==> src/hw/rtl/ffra_pkg.sv <==
`timescale 1ns / 1ps
// ----------------------------------------------------------------------------
// ffra_pkg
// Shared types and codes of the first-fit region allocator.
// ----------------------------------------------------------------------------
package ffra_pkg;

  typedef struct packed {
    logic        func;
    logic [31:0] request_size;
    logic [31:0] free_address;
  } in_t;

  typedef struct packed {
    logic [31:0] granted_address;
    logic        status;
  } out_t;

  // One region of the table
  typedef struct packed {
    logic [31:0] start;
    logic [31:0] length;
  } entry_t;

  typedef enum logic [1:0] {
    ST_IDLE,
    ST_RUN,
    ST_EMIT
  } state_t;

  localparam logic FUNC_ALLOC  = 1'b0;
  localparam logic FUNC_FREE   = 1'b1;

  localparam logic STATUS_DONE = 1'b0;
  localparam logic STATUS_FAIL = 1'b1;

  localparam int CFG_IDX_W = 2;
  localparam logic [CFG_IDX_W-1:0] CFG_REGION_BASE = 2'd0;
  localparam logic [CFG_IDX_W-1:0] CFG_REGION_SIZE = 2'd1;

endpackage

==> src/hw/rtl/ffra_cell.sv <==
`timescale 1ns / 1ps
// ----------------------------------------------------------------------------
// ffra_cell
// One slot of the region ring: holds a region and takes its neighbor's
// region on every shift.
// ----------------------------------------------------------------------------
module ffra_cell (
  input  logic            clk,
  input  logic            shift_en,
  input  ffra_pkg::entry_t d,
  output ffra_pkg::entry_t q
);
  import ffra_pkg::*;

  entry_t q_r;

  always_ff @(posedge clk) begin
    if (shift_en) begin
      q_r <= d;
    end
  end

  assign q = q_r;

endmodule

==> src/hw/rtl/ffra_head.sv <==
`timescale 1ns / 1ps
// ----------------------------------------------------------------------------
// ffra_head
// Ring head: request sequencer, gap compare, insert and remove, result
// register.
// ----------------------------------------------------------------------------
module ffra_head #(
  parameter  int MAX_REGIONS = 16,
  localparam int CNT_W       = $clog2(MAX_REGIONS + 1)
) (
  input  logic             clk,
  input  logic             rst_n,
  input  logic             in_valid,
  output logic             in_stall,
  input  ffra_pkg::in_t    in_data,
  output logic             out_valid,
  input  logic             out_stall,
  output ffra_pkg::out_t   out_data,
  input  logic [31:0]      region_base,
  input  logic [31:0]      region_size,
  input  ffra_pkg::entry_t slot0,
  input  ffra_pkg::entry_t slot1,
  output ffra_pkg::entry_t tail,
  output logic             shift_en,
  output logic [CNT_W-1:0] count
);
  import ffra_pkg::*;

  localparam logic [CNT_W-1:0] CNT_MAX  = CNT_W'(MAX_REGIONS);
  localparam logic [CNT_W-1:0] STEP_END = CNT_W'(MAX_REGIONS - 1);

  state_t           state_r, state_nxt;
  logic [CNT_W-1:0] count_r, count_nxt;
  logic [CNT_W-1:0] step_r, step_nxt;
  logic             found_r, found_nxt;
  logic             stop_r, stop_nxt;
  logic             func_r, func_nxt;
  logic [31:0]      req_r, req_nxt;
  logic [31:0]      addr_r, addr_nxt;
  logic [32:0]      cursor_r, cursor_nxt;
  logic [32:0]      wend_r, wend_nxt;
  entry_t           hold_r;
  out_t             res_r, res_nxt;
  logic             out_valid_r, out_valid_nxt;
  out_t             out_data_r, out_data_nxt;

  always_ff @(posedge clk) begin
    if (!rst_n) begin
      state_r     <= ST_IDLE;
      count_r     <= '0;
      out_valid_r <= 1'b0;
    end else begin
      state_r     <= state_nxt;
      count_r     <= count_nxt;
      out_valid_r <= out_valid_nxt;
    end
  end

  always_ff @(posedge clk) begin
    step_r     <= step_nxt;
    found_r    <= found_nxt;
    stop_r     <= stop_nxt;
    func_r     <= func_nxt;
    req_r      <= req_nxt;
    addr_r     <= addr_nxt;
    cursor_r   <= cursor_nxt;
    wend_r     <= wend_nxt;
    hold_r     <= slot0;
    res_r      <= res_nxt;
    out_data_r <= out_data_nxt;
  end

  always_comb begin
    logic        active;
    logic        in_table;
    logic [32:0] gap_end;
    logic [33:0] need_end;
    logic        fits;
    logic        hit;

    state_nxt     = state_r;
    count_nxt     = count_r;
    step_nxt      = step_r;
    found_nxt     = found_r;
    stop_nxt      = stop_r;
    func_nxt      = func_r;
    req_nxt       = req_r;
    addr_nxt      = addr_r;
    cursor_nxt    = cursor_r;
    wend_nxt      = wend_r;
    res_nxt       = res_r;
    out_valid_nxt = out_valid_r;
    out_data_nxt  = out_data_r;
    shift_en      = 1'b0;
    tail          = slot0;

    active   = !found_r && !stop_r;
    in_table = step_r < count_r;
    gap_end  = in_table ? {1'b0, slot0.start} : wend_r;
    need_end = {2'b00, cursor_r[31:0]} + {2'b00, req_r};
    fits     = {1'b0, gap_end} >= need_end;
    hit      = 1'b0;

    if (out_valid_r && !out_stall) begin
      out_valid_nxt = 1'b0;
    end

    case (state_r)
      ST_IDLE: begin
        if (in_valid) begin
          func_nxt   = in_data.func;
          req_nxt    = in_data.request_size;
          addr_nxt   = in_data.free_address;
          step_nxt   = '0;
          found_nxt  = 1'b0;
          stop_nxt   = 1'b0;
          cursor_nxt = {1'b0, region_base};
          wend_nxt   = {1'b0, region_base} + {1'b0, region_size};
          res_nxt    = '{granted_address: 32'd0, status: STATUS_FAIL};
          if ((in_data.func == FUNC_ALLOC && count_r == CNT_MAX) ||
              (in_data.func == FUNC_FREE && count_r == '0)) begin
            state_nxt = ST_EMIT;
          end else begin
            state_nxt = ST_RUN;
          end
        end
      end

      ST_RUN: begin
        shift_en = 1'b1;
        if (func_r == FUNC_ALLOC) begin
          if (active && step_r <= count_r) begin
            if (cursor_r[32]) begin
              // gap starts past the address space: give up
              stop_nxt = 1'b1;
            end else if (fits) begin
              hit = 1'b1;
              res_nxt = '{granted_address: cursor_r[31:0], status: STATUS_DONE};
            end else if (in_table) begin
              cursor_nxt = {1'b0, slot0.start} + {1'b0, slot0.length};
            end
          end
          // insert: new region here, then each later region one slot down
          if (found_r) begin
            tail = hold_r;
          end else if (hit) begin
            tail = '{start: cursor_r[31:0], length: req_r};
          end
        end else begin
          hit = active && in_table && (slot0.start == addr_r);
          if (hit) begin
            res_nxt = '{granted_address: 32'd0, status: STATUS_DONE};
          end
          // remove: pull each later region one slot up
          if (found_r || hit) begin
            tail = slot1;
          end
        end
        if (hit) begin
          found_nxt = 1'b1;
        end

        if (step_r == STEP_END) begin
          state_nxt = ST_EMIT;
          if (found_r || hit) begin
            count_nxt = (func_r == FUNC_ALLOC) ? count_r + 1'b1 : count_r - 1'b1;
          end
        end else begin
          step_nxt = step_r + 1'b1;
        end
      end

      ST_EMIT: begin
        if (!out_valid_r || !out_stall) begin
          out_valid_nxt = 1'b1;
          out_data_nxt  = res_r;
          state_nxt     = ST_IDLE;
        end
      end

      default: begin
        state_nxt = ST_IDLE;
      end
    endcase
  end

  assign in_stall  = (state_r != ST_IDLE);
  assign out_valid = out_valid_r;
  assign out_data  = out_data_r;
  assign count     = count_r;

endmodule

==> src/hw/rtl/first_fit_region_allocator_core.sv <==
`timescale 1ns / 1ps
// ----------------------------------------------------------------------------
// first_fit_region_allocator_core
// First-fit allocator over one address window, table held in a ring of cells.
// ----------------------------------------------------------------------------
// The region table lives in a ring of MAX_REGIONS cells that rotates one slot
// per cycle while a request runs, past a single head, which checks gaps,
// inserts a new region or drops a freed one while the ring turns. A request
// is taken while idle, makes one full turn of the ring and waits in the
// result state for the output; an allocate against a full table or a free
// against an empty one skips the turn. One request is in work at a time; a
// new one is taken while the previous result still waits at the output.
// Write region_base and region_size only while no request is open.
// ----------------------------------------------------------------------------
module first_fit_region_allocator_core #(
  parameter int MAX_REGIONS = 16
) (
  input  logic                               clk,
  input  logic                               rst_n,
  input  logic                               in_valid,
  output logic                               in_stall,
  input  ffra_pkg::in_t                      in_data,
  output logic                               out_valid,
  input  logic                               out_stall,
  output ffra_pkg::out_t                     out_data,
  input  logic                               cfg_valid,
  output logic                               cfg_ready,
  input  logic [ffra_pkg::CFG_IDX_W-1:0]     cfg_index,
  input  logic [31:0]                        cfg_data
);
  import ffra_pkg::*;

  localparam int CNT_W = $clog2(MAX_REGIONS + 1);

  logic [31:0]      region_base_r;
  logic [31:0]      region_size_r;
  entry_t           cell_q [MAX_REGIONS];
  entry_t           slot1;
  entry_t           tail;
  logic             shift_en;
  logic [CNT_W-1:0] count;

  assign cfg_ready = 1'b1;

  always_ff @(posedge clk) begin
    if (!rst_n) begin
      region_base_r <= '0;
      region_size_r <= '0;
    end else if (cfg_valid && cfg_ready) begin
      case (cfg_index)
        CFG_REGION_BASE: region_base_r <= cfg_data;
        CFG_REGION_SIZE: region_size_r <= cfg_data;
        default: begin
        end
      endcase
    end
  end

  for (genvar i = 0; i < MAX_REGIONS; i++) begin : g_ring
    if (i == MAX_REGIONS - 1) begin : g_last
      ffra_cell u_cell (
        .clk      (clk),
        .shift_en (shift_en),
        .d        (tail),
        .q        (cell_q[i])
      );
    end else begin : g_mid
      ffra_cell u_cell (
        .clk      (clk),
        .shift_en (shift_en),
        .d        (cell_q[i+1]),
        .q        (cell_q[i])
      );
    end
  end

  if (MAX_REGIONS > 1) begin : g_slot1
    assign slot1 = cell_q[1];
  end else begin : g_slot1_single
    assign slot1 = cell_q[0];
  end

  ffra_head #(
    .MAX_REGIONS (MAX_REGIONS)
  ) u_head (
    .clk         (clk),
    .rst_n       (rst_n),
    .in_valid    (in_valid),
    .in_stall    (in_stall),
    .in_data     (in_data),
    .out_valid   (out_valid),
    .out_stall   (out_stall),
    .out_data    (out_data),
    .region_base (region_base_r),
    .region_size (region_size_r),
    .slot0       (cell_q[0]),
    .slot1       (slot1),
    .tail        (tail),
    .shift_en    (shift_en),
    .count       (count)
  );

  a_fail_no_addr: assert property (@(posedge clk) disable iff (!rst_n)
    (out_valid && out_data.status == STATUS_FAIL) |-> (out_data.granted_address == 32'd0))
    else $error("failed result carries an address");

  a_busy_after_transfer: assert property (@(posedge clk) disable iff (!rst_n)
    (in_valid && !in_stall) |=> in_stall)
    else $error("request transfer did not start work");

  a_count_bound: assert property (@(posedge clk) disable iff (!rst_n)
    count <= CNT_W'(MAX_REGIONS))
    else $error("region count beyond table depth");

  a_count_in_work: assert property (@(posedge clk) disable iff (!rst_n)
    !$stable(count) |-> $past(in_stall))
    else $error("region count changed with no request in work");

endmodule

==> config.mk <==
export PLATFORM = sky130hd
export DESIGN_NAME = first_fit_region_allocator_core
export DESIGN_NICKNAME = d
export VERILOG_FILES = /design/src/hw/rtl/ffra_pkg.sv /design/src/hw/rtl/ffra_cell.sv /design/src/hw/rtl/ffra_head.sv /design/src/hw/rtl/first_fit_region_allocator_core.sv
export SDC_FILE = /design/constraint.sdc
export NUM_CORES = 1
export LEC_CHECK = 0
export BUFFER_PORTS_ARGS = -buffer_cell sky130_fd_sc_hd__buf_2
export CAP_MARGIN = 20
export CORE_MARGIN = 3
export CORE_UTILIZATION = 43
export CTS_CLUSTER_DIAMETER = 60
export DETAILED_ROUTE_END_ITERATION = 6
export MAX_ROUTING_LAYER = met4
export PLACE_DENSITY = 0.57
export SLEW_MARGIN = 20
export SYNTH_ARGS = -nofsm -noshare
export SYNTH_HDL_FRONTEND = slang
export SYNTH_SLANG_ARGS = --single-unit
==> constraint.sdc <==
create_clock -name clk -period 46.8 [get_ports clk]
set_clock_uncertainty 0.05 [all_clocks]
set_input_delay 9.36 -clock clk [delete_from_list [all_inputs] [get_ports clk]]
set_output_delay 9.36 -clock clk [all_outputs]
set_load 0.02 [all_outputs]
**Word-level counts from Yosys, hierarchy flattened**

Cells that the tools add are included.

- Flip-flop bits (word level): 1364
- Bits in latches: 0
- Memory bits (writable): 0
- Memory bits (read-only): 0
- Bits of input ports: 104
- Output and inout port bits: 36
- Logic and storage cells: 162
- Memories kept: 0

- Add/subtract/negate cells: 6
- Multiply operators: 0
- Divide/modulo/power cells: 0
- $lt $le $gt $ge: 3
- Eq/ne operators: 21
- Shift-type cells: 0
- Mux-type cells: 47
- Bitwise operators: 1
- Reductions and logical operators: 32

Operators by type and width:

| cell | number |
|---|---|
| 33-bit two-way mux | 13 |
| 64-bit two-way mux | 5 |
| 33-bit case mux with 2 select lines | 2 |
| 32-bit by 32-bit adder with 33-bit output | 3 |
| 33-bit by 34-bit greater-or-equal comparator with 1-bit output | 1 |
| 32-bit == test | 1 |
| 1-bit two-way mux | 16 |
| 5-bit two-way mux | 3 |
| 2-bit by 1-bit inequality test with 1-bit output (second input constant) | 6 |
| 3-bit AND reduction | 4 |
| 5-bit by 1-bit adder with 5-bit output (second input constant) | 2 |
| 2-bit inequality test (second input constant) | 5 |
| 5-bit case mux with 2 select lines | 1 |
| 2-bit two-way mux | 4 |
| 2-bit AND reduction | 4 |
| 1-bit logical AND | 7 |
| 7-bit AND reduction | 1 |
| 3-bit by 1-bit inequality test with 1-bit output (second input constant) | 2 |
| 2-bit case mux with 3 select lines | 1 |
| 6-bit AND reduction | 1 |
| 5-bit by 4-bit == test with 1-bit output (second input constant) | 1 |
| 5-bit == test (second input constant) | 1 |
| 5-bit less-or-equal comparator | 1 |
| 5-bit zero test | 1 |
| other kinds (14) | 24 |

**Longest topological paths before layout**

Gate-level depths: netlist of run 1.

- Depth in word-level cells: 12
- Gate-level depth with buffers: 22
- Gate-level depth less buffers: 21

**Cells and area by module**

Synthesis of run 1 repeated with hierarchy kept, for this count alone.

- Cell total of the unflattened synthesis: 2827
- Area, all modules: 50549.7 µm²

Modules (own cells, without submodules):

| module | times used | cells each | area each (µm²) |
|---|---|---|---|
| ffra_cell | 16 | 64 | 1921.8 |
| ffra_head | 1 | 1556 | 17302.8 |
| first_fit_region_allocator_core | 1 | 247 | 2497.4 |

**Least setup slack after synthesis of run 1**

Ideal clock, no wire load.

- Path kind: register to register
- Start point: register u_head.state_r[1]
- End point: register u_head.found_r (data pin)
- Arrival: 28.728 ns
- Path slack: 11.947 ns
- Cell stages (with the launch flop): 7
- Path buffers: 4
- Period minus slack after synthesis: 34.853 ns
- Cells stage by stage: dfxtp_1 buf_2 nand2b_1 clkbuf_1 inv_1 clkbuf_1 clkbuf_1

- Cells in the longest elaborated chain, start to end: 2
- Elaborated cells on any way between the ends: 3

RTL lines:

| what | line | source |
|---|---|---|
| start, declared | ffra_head.sv:32 | `state_t state_r, state_nxt;` |
| start signal, assigned | ffra_head.sv:53 | `state_r <= state_nxt;` |
| 2-bit by 1-bit == test with 1-bit output / 2-bit zero test (equally long branches) | ffra_head.sv:108 | `case (state_r)` |
| 1-bit case mux with 2 select lines * | ffra_head.sv:108 |  |
| end signal, assigned | ffra_head.sv:61 | `found_r <= found_nxt;` |
| end, declared | ffra_head.sv:35 | `logic found_r, found_nxt;` |

Every way passes the cells marked *; elsewhere a longest branch is shown, timed or not.
A chain may end at the register's enable or synchronous reset.

**Final worst setup path of run 1**

- Start point: register u_head.state_r[1]
- End point: output port in_stall

- Cells in the longest elaborated chain, start to end: 1

RTL lines:

| what | line | source |
|---|---|---|
| 2-bit nonzero test | ffra_head.sv:187 | `assign in_stall = (state_r != ST_IDLE);` |
| end, declared | first_fit_region_allocator_core.sv:21 | `output logic in_stall,` |

No other way between the ends.

==> results of run 1 <==
-- power breakdown --
| part | internal [mW] | switching [mW] | leakage (nW) |
|---|---|---|---|
| Sequential | 1.41 | 0.0346 | 12.5 |
| Clock | 0.631 | 0.461 | 2.24 |
| Combinational | 0.0693 | 0.129 | 5.40 |
| Total | 2.11 | 0.624 | 20.2 |
-- final timing paths --
kind	depth (start not counted)	end	start
hold / removal	0	g_ring[11].g_mid.u_cell.q[57]	g_ring[12].g_mid.u_cell.q[57]
hold reg to reg	0	g_ring[11].g_mid.u_cell.q[57]	g_ring[12].g_mid.u_cell.q[57]
setup / recovery	2	in_stall	u_head.state_r[1]
setup reg to reg	18	g_ring[15].g_last.u_cell.q[19]	u_head.cursor_r[1]
-- per-stage QoR --
step	worst slack (ns)	cell area [sq um]	utilization	power, mW
6_report	35.66	57260	0.4981	2.733
5_1_grt	35.57	57260	0.4981	2.840
3_5_place_dp	35.01	52630	0.4578	1.668
3_3_place_gp	35.05	52630	0.4578	1.661
2_1_floorplan	11.95	50150	-	1.666
4_1_cts	35.61	57220	0.4977	2.768
-- registers in the layout, summed over array words and instances, names as in the netlist, 2 cells and up --
| name | cells |
|---|---|
| u_head.addr_r | 32 |
| u_head.hold_r | 64 |
| u_head.count | 5 |
| u_head.cursor_r | 33 |
| u_head.state_r | 2 |
| region_base_r | 32 |
| u_head.res_r | 33 |
| u_head.step_r | 5 |
| region_size_r | 32 |
| g_ring.g_last.u_cell.q | 64 |
| u_head.req_r | 32 |
| u_head.wend_r | 33 |
| g_ring.g_mid.u_cell.q | 960 |
| u_head.out_data | 33 |
-- per-layer routing --
metal / share of wire / vias to the layer above
met2: 0.45 / 684
met4: 0.028 / 0
li1: - / 11743
met5: 0 / -
met3: 0.051 / 176
met1: 0.47 / 13124
-- worst max-delay path: stages, from the launching register on --
cell                      delay, ns
sky130_fd_sc_hd__dfxtp_1       0.64
sky130_fd_sc_hd__or2_2         0.20
sky130_fd_sc_hd__buf_2         0.16
-- cell type report --
class | count | area share
Sequential cell | 1364 | 0.6915
Multi-Input combinational cell | 1374 | 0.1759
Clock buffer | 194 | 0.06962
Tap cell | 1512 | 0.03304
Timing Repair Buffer | 166 | 0.01659
Clock inverter | 73 | 0.01058
Inverter | 37 | 0.002578
Antenna cell | 4 | 0.0001748
-- layout by cell type (no fill, tap or decap), types with 67 or more instances in the layout --
cell                        Yosys  routed
sky130_fd_sc_hd__buf_2         11     138
sky130_fd_sc_hd__o21ai_0       67      67
sky130_fd_sc_hd__xnor2_1       81      81
sky130_fd_sc_hd__a21oi_1      164     162
sky130_fd_sc_hd__nand2_1      199     199
sky130_fd_sc_hd__clkbuf_16      0     148
sky130_fd_sc_hd__a22oi_1      128     128
sky130_fd_sc_hd__ha_1         139     139
sky130_fd_sc_hd__edfxtp_1    1228    1228
sky130_fd_sc_hd__dfxtp_1      136     136
-- logic make-up after synthesis --
family          after synthesis  synth area share
buf+inv                     131           0.01063
fa+ha+maj                   143           0.03628
xor+xnor                    118           0.02061
mux                          97           0.02013
simple gates                418           0.04005
compound gates              597           0.08261
other cells                   1        0.00007478
flops                      1364            0.7896
==> flow_summary.ini, run 1 <==
[synthesis]
ys_async_sr_fraction = 0
synth_cell_type_count = 85
synth_top_cell_area_share = 0.7353
edff_count_synth = 1228
yosys_warnings = 0
postSynth.topFlopCell = sky130_fd_sc_hd__edfxtp_1
synthesis.nets = 3116
synth.yosys.seq_area_share = 0.7896
ys_top_cells_by_area = sky130_fd_sc_hd__edfxtp_1 74%, sky130_fd_sc_hd__dfxtp_1 5.4%, sky130_fd_sc_hd__ha_1 3.5%
synth_commonest_cells = 1228 x sky130_fd_sc_hd__edfxtp_1, 199 x sky130_fd_sc_hd__nand2_1, 164 x sky130_fd_sc_hd__a21oi_1, 139 x sky130_fd_sc_hd__ha_1, 136 x sky130_fd_sc_hd__dfxtp_1
synth.avg_cell_area_sq_um = 17.48
synthCells = 2869
synth-seq-cells = 1364
yosysTopAreaCell = sky130_fd_sc_hd__edfxtp_1
yosysMostFrequentCell = sky130_fd_sc_hd__edfxtp_1
post_synth_instance_area_sq_mm = 0.05015

[pwr]
p_leak_nw = 20.17
max-vdd-ir-drop_mv = 0.03047
power_per_cell_area_mw_per_mm2 = 47.72

[worst_setup_path]
r2r_setup_slack_ns = 39.98
worst_setup_path_end_kind = primary output
timing.setup.critical_path_class = flop to primary output
critPathArrivalTime_ns = 1.73
critical_path_rt_ns = 37.39
cp_max_fo = 10
startpoint_type = flop

[placement]
port_buffers = 138
placed_cells = 4452
post-dp-hpwl_microns = 70750
gp_congestion = 0.8727

[die]
total_i_o_pin_count = 140
initial_utilization = 0.4362
rows = 124
placeable_core_region_sq_mm = 0.1150
die_x_microns = 347.5
die_area_sq_mm = 0.1208
die_h_microns = 347.5

[global_routing]
gr_busiest_metal = met2
first_global_vias = 25484
use_met2 = 0.2742
initial_antenna_violation_count = 8
overflow = 0
grt_pass1_wl_microns = 163200
global_route.usage.total = 0.1855
grt_max_degree = 186
grt_util_met3 = 0.03348
globalRouteMet1Util = 0.2617

[timing]
timing.final.hold_violations = 0
setup_viol_count_final = 0
relSlewSlack = 0.2516
timing.final.crit_period_ns = 11.14
final.hold.worst_slack_ns = 0.3486
fmax_mhz = 89.79
worst_slew_pin_slew_ns = 1.123
fin_tns_setup_ns = 0
rsz0062_at_grt = false
final_critical_path_share_of_the_clock_period = 0.2380
final_max_slew_viol_count = 0

[hold_path]
holdCritPathClass = flop to flop

[clock_network]
clock_latency_ns = 0.74
cts-resized-gates = 0
cts-htree-levels = 4
numClockSinks = 1364
holdBufCountCts = 0
clk_buf_depth = 3
post_cts_setup_buffer_count = 0
worst_setup_hold_path_clk_slew_ns = 0.06
tritoncts_clock_tree = yes
tritoncts.num_buffers = 145
cts_root_buf = sky130_fd_sc_hd__clkbuf_16

[final_layout]
drive_above_1_share = 0.1384
post_layout_nonfiller_instances = 4724
area.growth.synth_to_final_pct = 14.18
nFillCells = 9372
num-nets-final = 3335
multiInputGateArea_sq_mm = 0.01007
layout.area.seq_sq_mm = 0.03960

[routing]
remaining_drc_errors = 0
drt-initial-drc-count = 2498
route.final.wire_length_microns = 109100
first_pass_iters = 5
wire_per_inst_microns = 23.09
vias = 25727
detail-route-antenna-nets = 0
detail_route.vias_per_cell = 5.446

[run]
max_capacitance_violation_count = 0

[outcome]
outcome = complete, no violations
No activity file was read; power rests on OpenSTA's default activity.
==> run 2: changes to the inputs <==
--- a/config.mk
+++ b/config.mk
@@ -5,6 +5,7 @@
 export SDC_FILE = /design/constraint.sdc
 export NUM_CORES = 1
 export LEC_CHECK = 0
+export ABC_AREA = 1
 export BUFFER_PORTS_ARGS = -buffer_cell sky130_fd_sc_hd__buf_2
 export CAP_MARGIN = 20
 export CORE_MARGIN = 3
@@ -12,7 +13,7 @@
 export CTS_CLUSTER_DIAMETER = 60
 export DETAILED_ROUTE_END_ITERATION = 6
 export MAX_ROUTING_LAYER = met4
-export PLACE_DENSITY = 0.57
+export PLACE_DENSITY = 0.59
 export SLEW_MARGIN = 20
 export SYNTH_ARGS = -nofsm -noshare
 export SYNTH_HDL_FRONTEND = slang
==> constraint.sdc (replaced) <==
create_clock -name clk -period 10.2 [get_ports clk]
set_clock_uncertainty 0.05 [all_clocks]
set_input_delay 2.04 -clock clk [delete_from_list [all_inputs] [get_ports clk]]
set_output_delay 2.04 -clock clk [all_outputs]
set_load 0.02 [all_outputs]
==> flow_summary.ini, run 2 <==
[routing]
vias = 28592
detail-route-antenna-nets = 0
first_pass_iters = 7
detail_route.vias_per_cell = 5.044
drt-initial-drc-count = 2552
wire_per_inst_microns = 20.58
route.final.wire_length_microns = 116700
remaining_drc_errors = 0

[synthesis]
synth_top_family_by_area = simple AND/OR/NAND/NOR gates
synth_cell_type_count = 54
synthesis.nets = 3986
yosysMostFrequentCell = sky130_fd_sc_hd__edfxtp_1
post_synth_instance_area_sq_mm = 0.05179
synth_commonest_cells = 1228 x sky130_fd_sc_hd__edfxtp_1, 474 x sky130_fd_sc_hd__nor2_1, 461 x sky130_fd_sc_hd__nand2_1, 303 x sky130_fd_sc_hd__inv_1, 298 x sky130_fd_sc_hd__o21ai_0
postSynth.topFlopCell = sky130_fd_sc_hd__edfxtp_1
synth_top_cell_area_share = 0.7120
synth.yosys.seq_area_share = 0.7645
synthCells = 3739
edff_count_synth = 1228
synth-compound-area-share = 0.07081
synth-adder-area-share = 0.03513
synth-xor-area-share = 0.01573
synth_mux_area_frac = 0
synth.avg_cell_area_sq_um = 13.85
synth-seq-cells = 1364
yosysTopAreaCell = sky130_fd_sc_hd__edfxtp_1
ys_top_cells_by_area = sky130_fd_sc_hd__edfxtp_1 71%, sky130_fd_sc_hd__dfxtp_1 5.3%, sky130_fd_sc_hd__nor2_1 3.4%
synthSimpleGateAreaFrac = 0.08148
yosys_warnings = 0
ys_async_sr_fraction = 0

[final_layout]
layout.cells.most_common = sky130_fd_sc_hd__edfxtp_1
final_util = 0.4951
area.growth.synth_to_final_pct = 13.64
largest_register_ffs = 960
layout.cells.most_common_list = 1228 x sky130_fd_sc_hd__edfxtp_1, 470 x sky130_fd_sc_hd__nor2_1, 460 x sky130_fd_sc_hd__nand2_1
drive_above_1_share = 0.09761
num-nets-final = 4197

[worst_setup_path]
critical_path_rt_ns = 10.63
r2r-end = g_ring[15].g_last.u_cell.q[1]
slowest_delay_ns = 0.82
critPathArrivalTime_ns = 5.86
worstReg2RegStart = u_head.cursor_r[0]
r2r_setup_slack_ns = 4.76
family_with_the_most_delay_on_the_worst_path = simple AND/OR/NAND/NOR gates
worst_setup_path_end_kind = flop
cp.depth = 25
cp_max_fo = 92
timing.critical_path.slowest_stage_cell = sky130_fd_sc_hd__buf_4
timing.setup.critical_path_class = flop to flop
critical_path_buf_inv_count = 3
r2r_cells = 25
startpoint_type = flop

[timing]
fmax_mhz = 183.9
final_max_slew_viol_count = 0
relSlewSlack = 0.2858
final.hold.worst_slack_ns = 0.3550
timing.final.hold_violations = 0
rsz0062_at_grt = false
setup_viol_count_final = 0
worst_slew_pin_slew_ns = 1.071
final_critical_path_share_of_the_clock_period = 0.5332
timing.final.crit_period_ns = 5.439
fin_tns_setup_ns = 0

[placement]
gp_congestion = 0.9460
post-dp-hpwl_microns = 79380
port_buffers = 138

[global_routing]
use_met2 = 0.2670
gr_busiest_metal = met1
globalRouteMet1Util = 0.2890
overflow = 0
initial_antenna_violation_count = 6
grt_max_degree = 200
grt_util_met3 = 0.02866
grt_pass1_wl_microns = 172800
global_route.usage.total = 0.1911
first_global_vias = 27251

[hold_path]
hold-path-endpoint = g_ring[4].g_mid.u_cell.q[22]
min_from = g_ring[5].g_mid.u_cell.q[22]
holdCritPathClass = flop to flop
whs_path_depth = 0

[die]
rows = 126
die_x_microns = 353.1
die_area_sq_mm = 0.1247
initial_utilization = 0.4357
total_i_o_pin_count = 140
die_h_microns = 353.1
placeable_core_region_sq_mm = 0.1189

[outcome]
outcome = complete, no violations

[clock_network]
tritoncts.num_buffers = 144
cts-resized-gates = 0
clk_buf_depth = 3
clock_latency_ns = 0.74
cts-htree-levels = 4
post_cts_setup_buffer_count = 0
worst_setup_hold_path_clk_slew_ns = 0.06
cts_root_buf = sky130_fd_sc_hd__clkbuf_16
numClockSinks = 1364
tritoncts_clock_tree = yes
holdBufCountCts = 0

[pwr]
power_per_cell_area_mw_per_mm2 = 238.1
max-vdd-ir-drop_mv = 0.1661
p_leak_nw = 21.93

[run]
max_capacitance_violation_count = 0
## run 2: cell types whose count changed in the layout (fill, tap and decap cells not counted), sizes merged, moves of 40 or more
| cell | previous run | this run |
|---|---|---|
| nor2 | 45 | 477 |
| o21ai | 77 | 353 |
| inv | 43 | 317 |
| nand2 | 201 | 463 |
| a22oi | 128 | 0 |
| mux2i | 66 | 0 |
| o221ai | 66 | 1 |
| nand3 | 20 | 72 |
| and3 | 46 | 0 |
| o22ai | 3 | 48 |
| a21o | 55 | 11 |
| a21oi | 165 | 205 |
## run 2: final cells by class
class | count | area, sq um
repair buffers | 161 | 943.4
flip-flops and latches | 1364 | 39600
clock buffers | 190 | 3837
multi-input cells | 1971 | 10580
clock inverters | 73 | 734.5
inverters | 308 | 1156
fillers | 10297 | 60010
well taps | 1600 | 2002
diodes | 2 | 5.005
## run 2: routing by layer
layer  wire length, microns  share of wire  vias to the layer above
li1                       -              -                    13736
met1                  57510           0.49                    13993
met2                  50310           0.43                      694
met3                   5955          0.051                      169
met4                   2873          0.025                        0
met5                      0              0                        -
## run 2: kinds of logic (layout without fill, tap and decap cells)
| group | count (synthesis) | in the layout |
|---|---|---|
| buffers and inverters | 404 | 732 |
| flip-flops | 1364 | 1364 |
| AND/OR/NAND/NOR | 1060 | 1060 |
| adder cells (fa/ha/maj) | 143 | 143 |
| AO/OA/AOI/OAI | 674 | 674 |
| XOR/XNOR | 93 | 93 |
| other | 1 | 3 |
## run 2: worst max-delay path by stage
stage | from | end | slack [ns]
5_1_grt | u_head.cursor_r[2] | g_ring[15].g_last.u_cell.q[38] | 4.16
4_1_cts | u_head.cursor_r[2] | g_ring[15].g_last.u_cell.q[52] | 4.74
3_3_place_gp | u_head.cursor_r[0] | g_ring[15].g_last.u_cell.q[2] | 4.85
2_1_floorplan | u_head.state_r[0] | u_head.res_r[0] | 2.32
6_report | u_head.cursor_r[0] | g_ring[15].g_last.u_cell.q[1] | 4.76
3_5_place_dp | u_head.cursor_r[0] | g_ring[15].g_last.u_cell.q[4] | 4.78
## run 2: power by group
part	total (mW)	internal [mW]	switching, mW
logic	1.86	0.516	1.35
registers	7.13	6.86	0.262
clock network	5.03	2.91	2.12
## run 2: per-stage QoR
stage	worst slack (ns)	power, mW	cells	area, sq um
finish	4.761	14.02	5669	58860
global route	4.162	14.65	5668	58850
CTS	4.740	14.16	5666	58830
detailed placement	4.775	9.098	5403	54250
global placement	4.849	9.069	5403	54250
floorplan	2.323	8.464	3739	51800
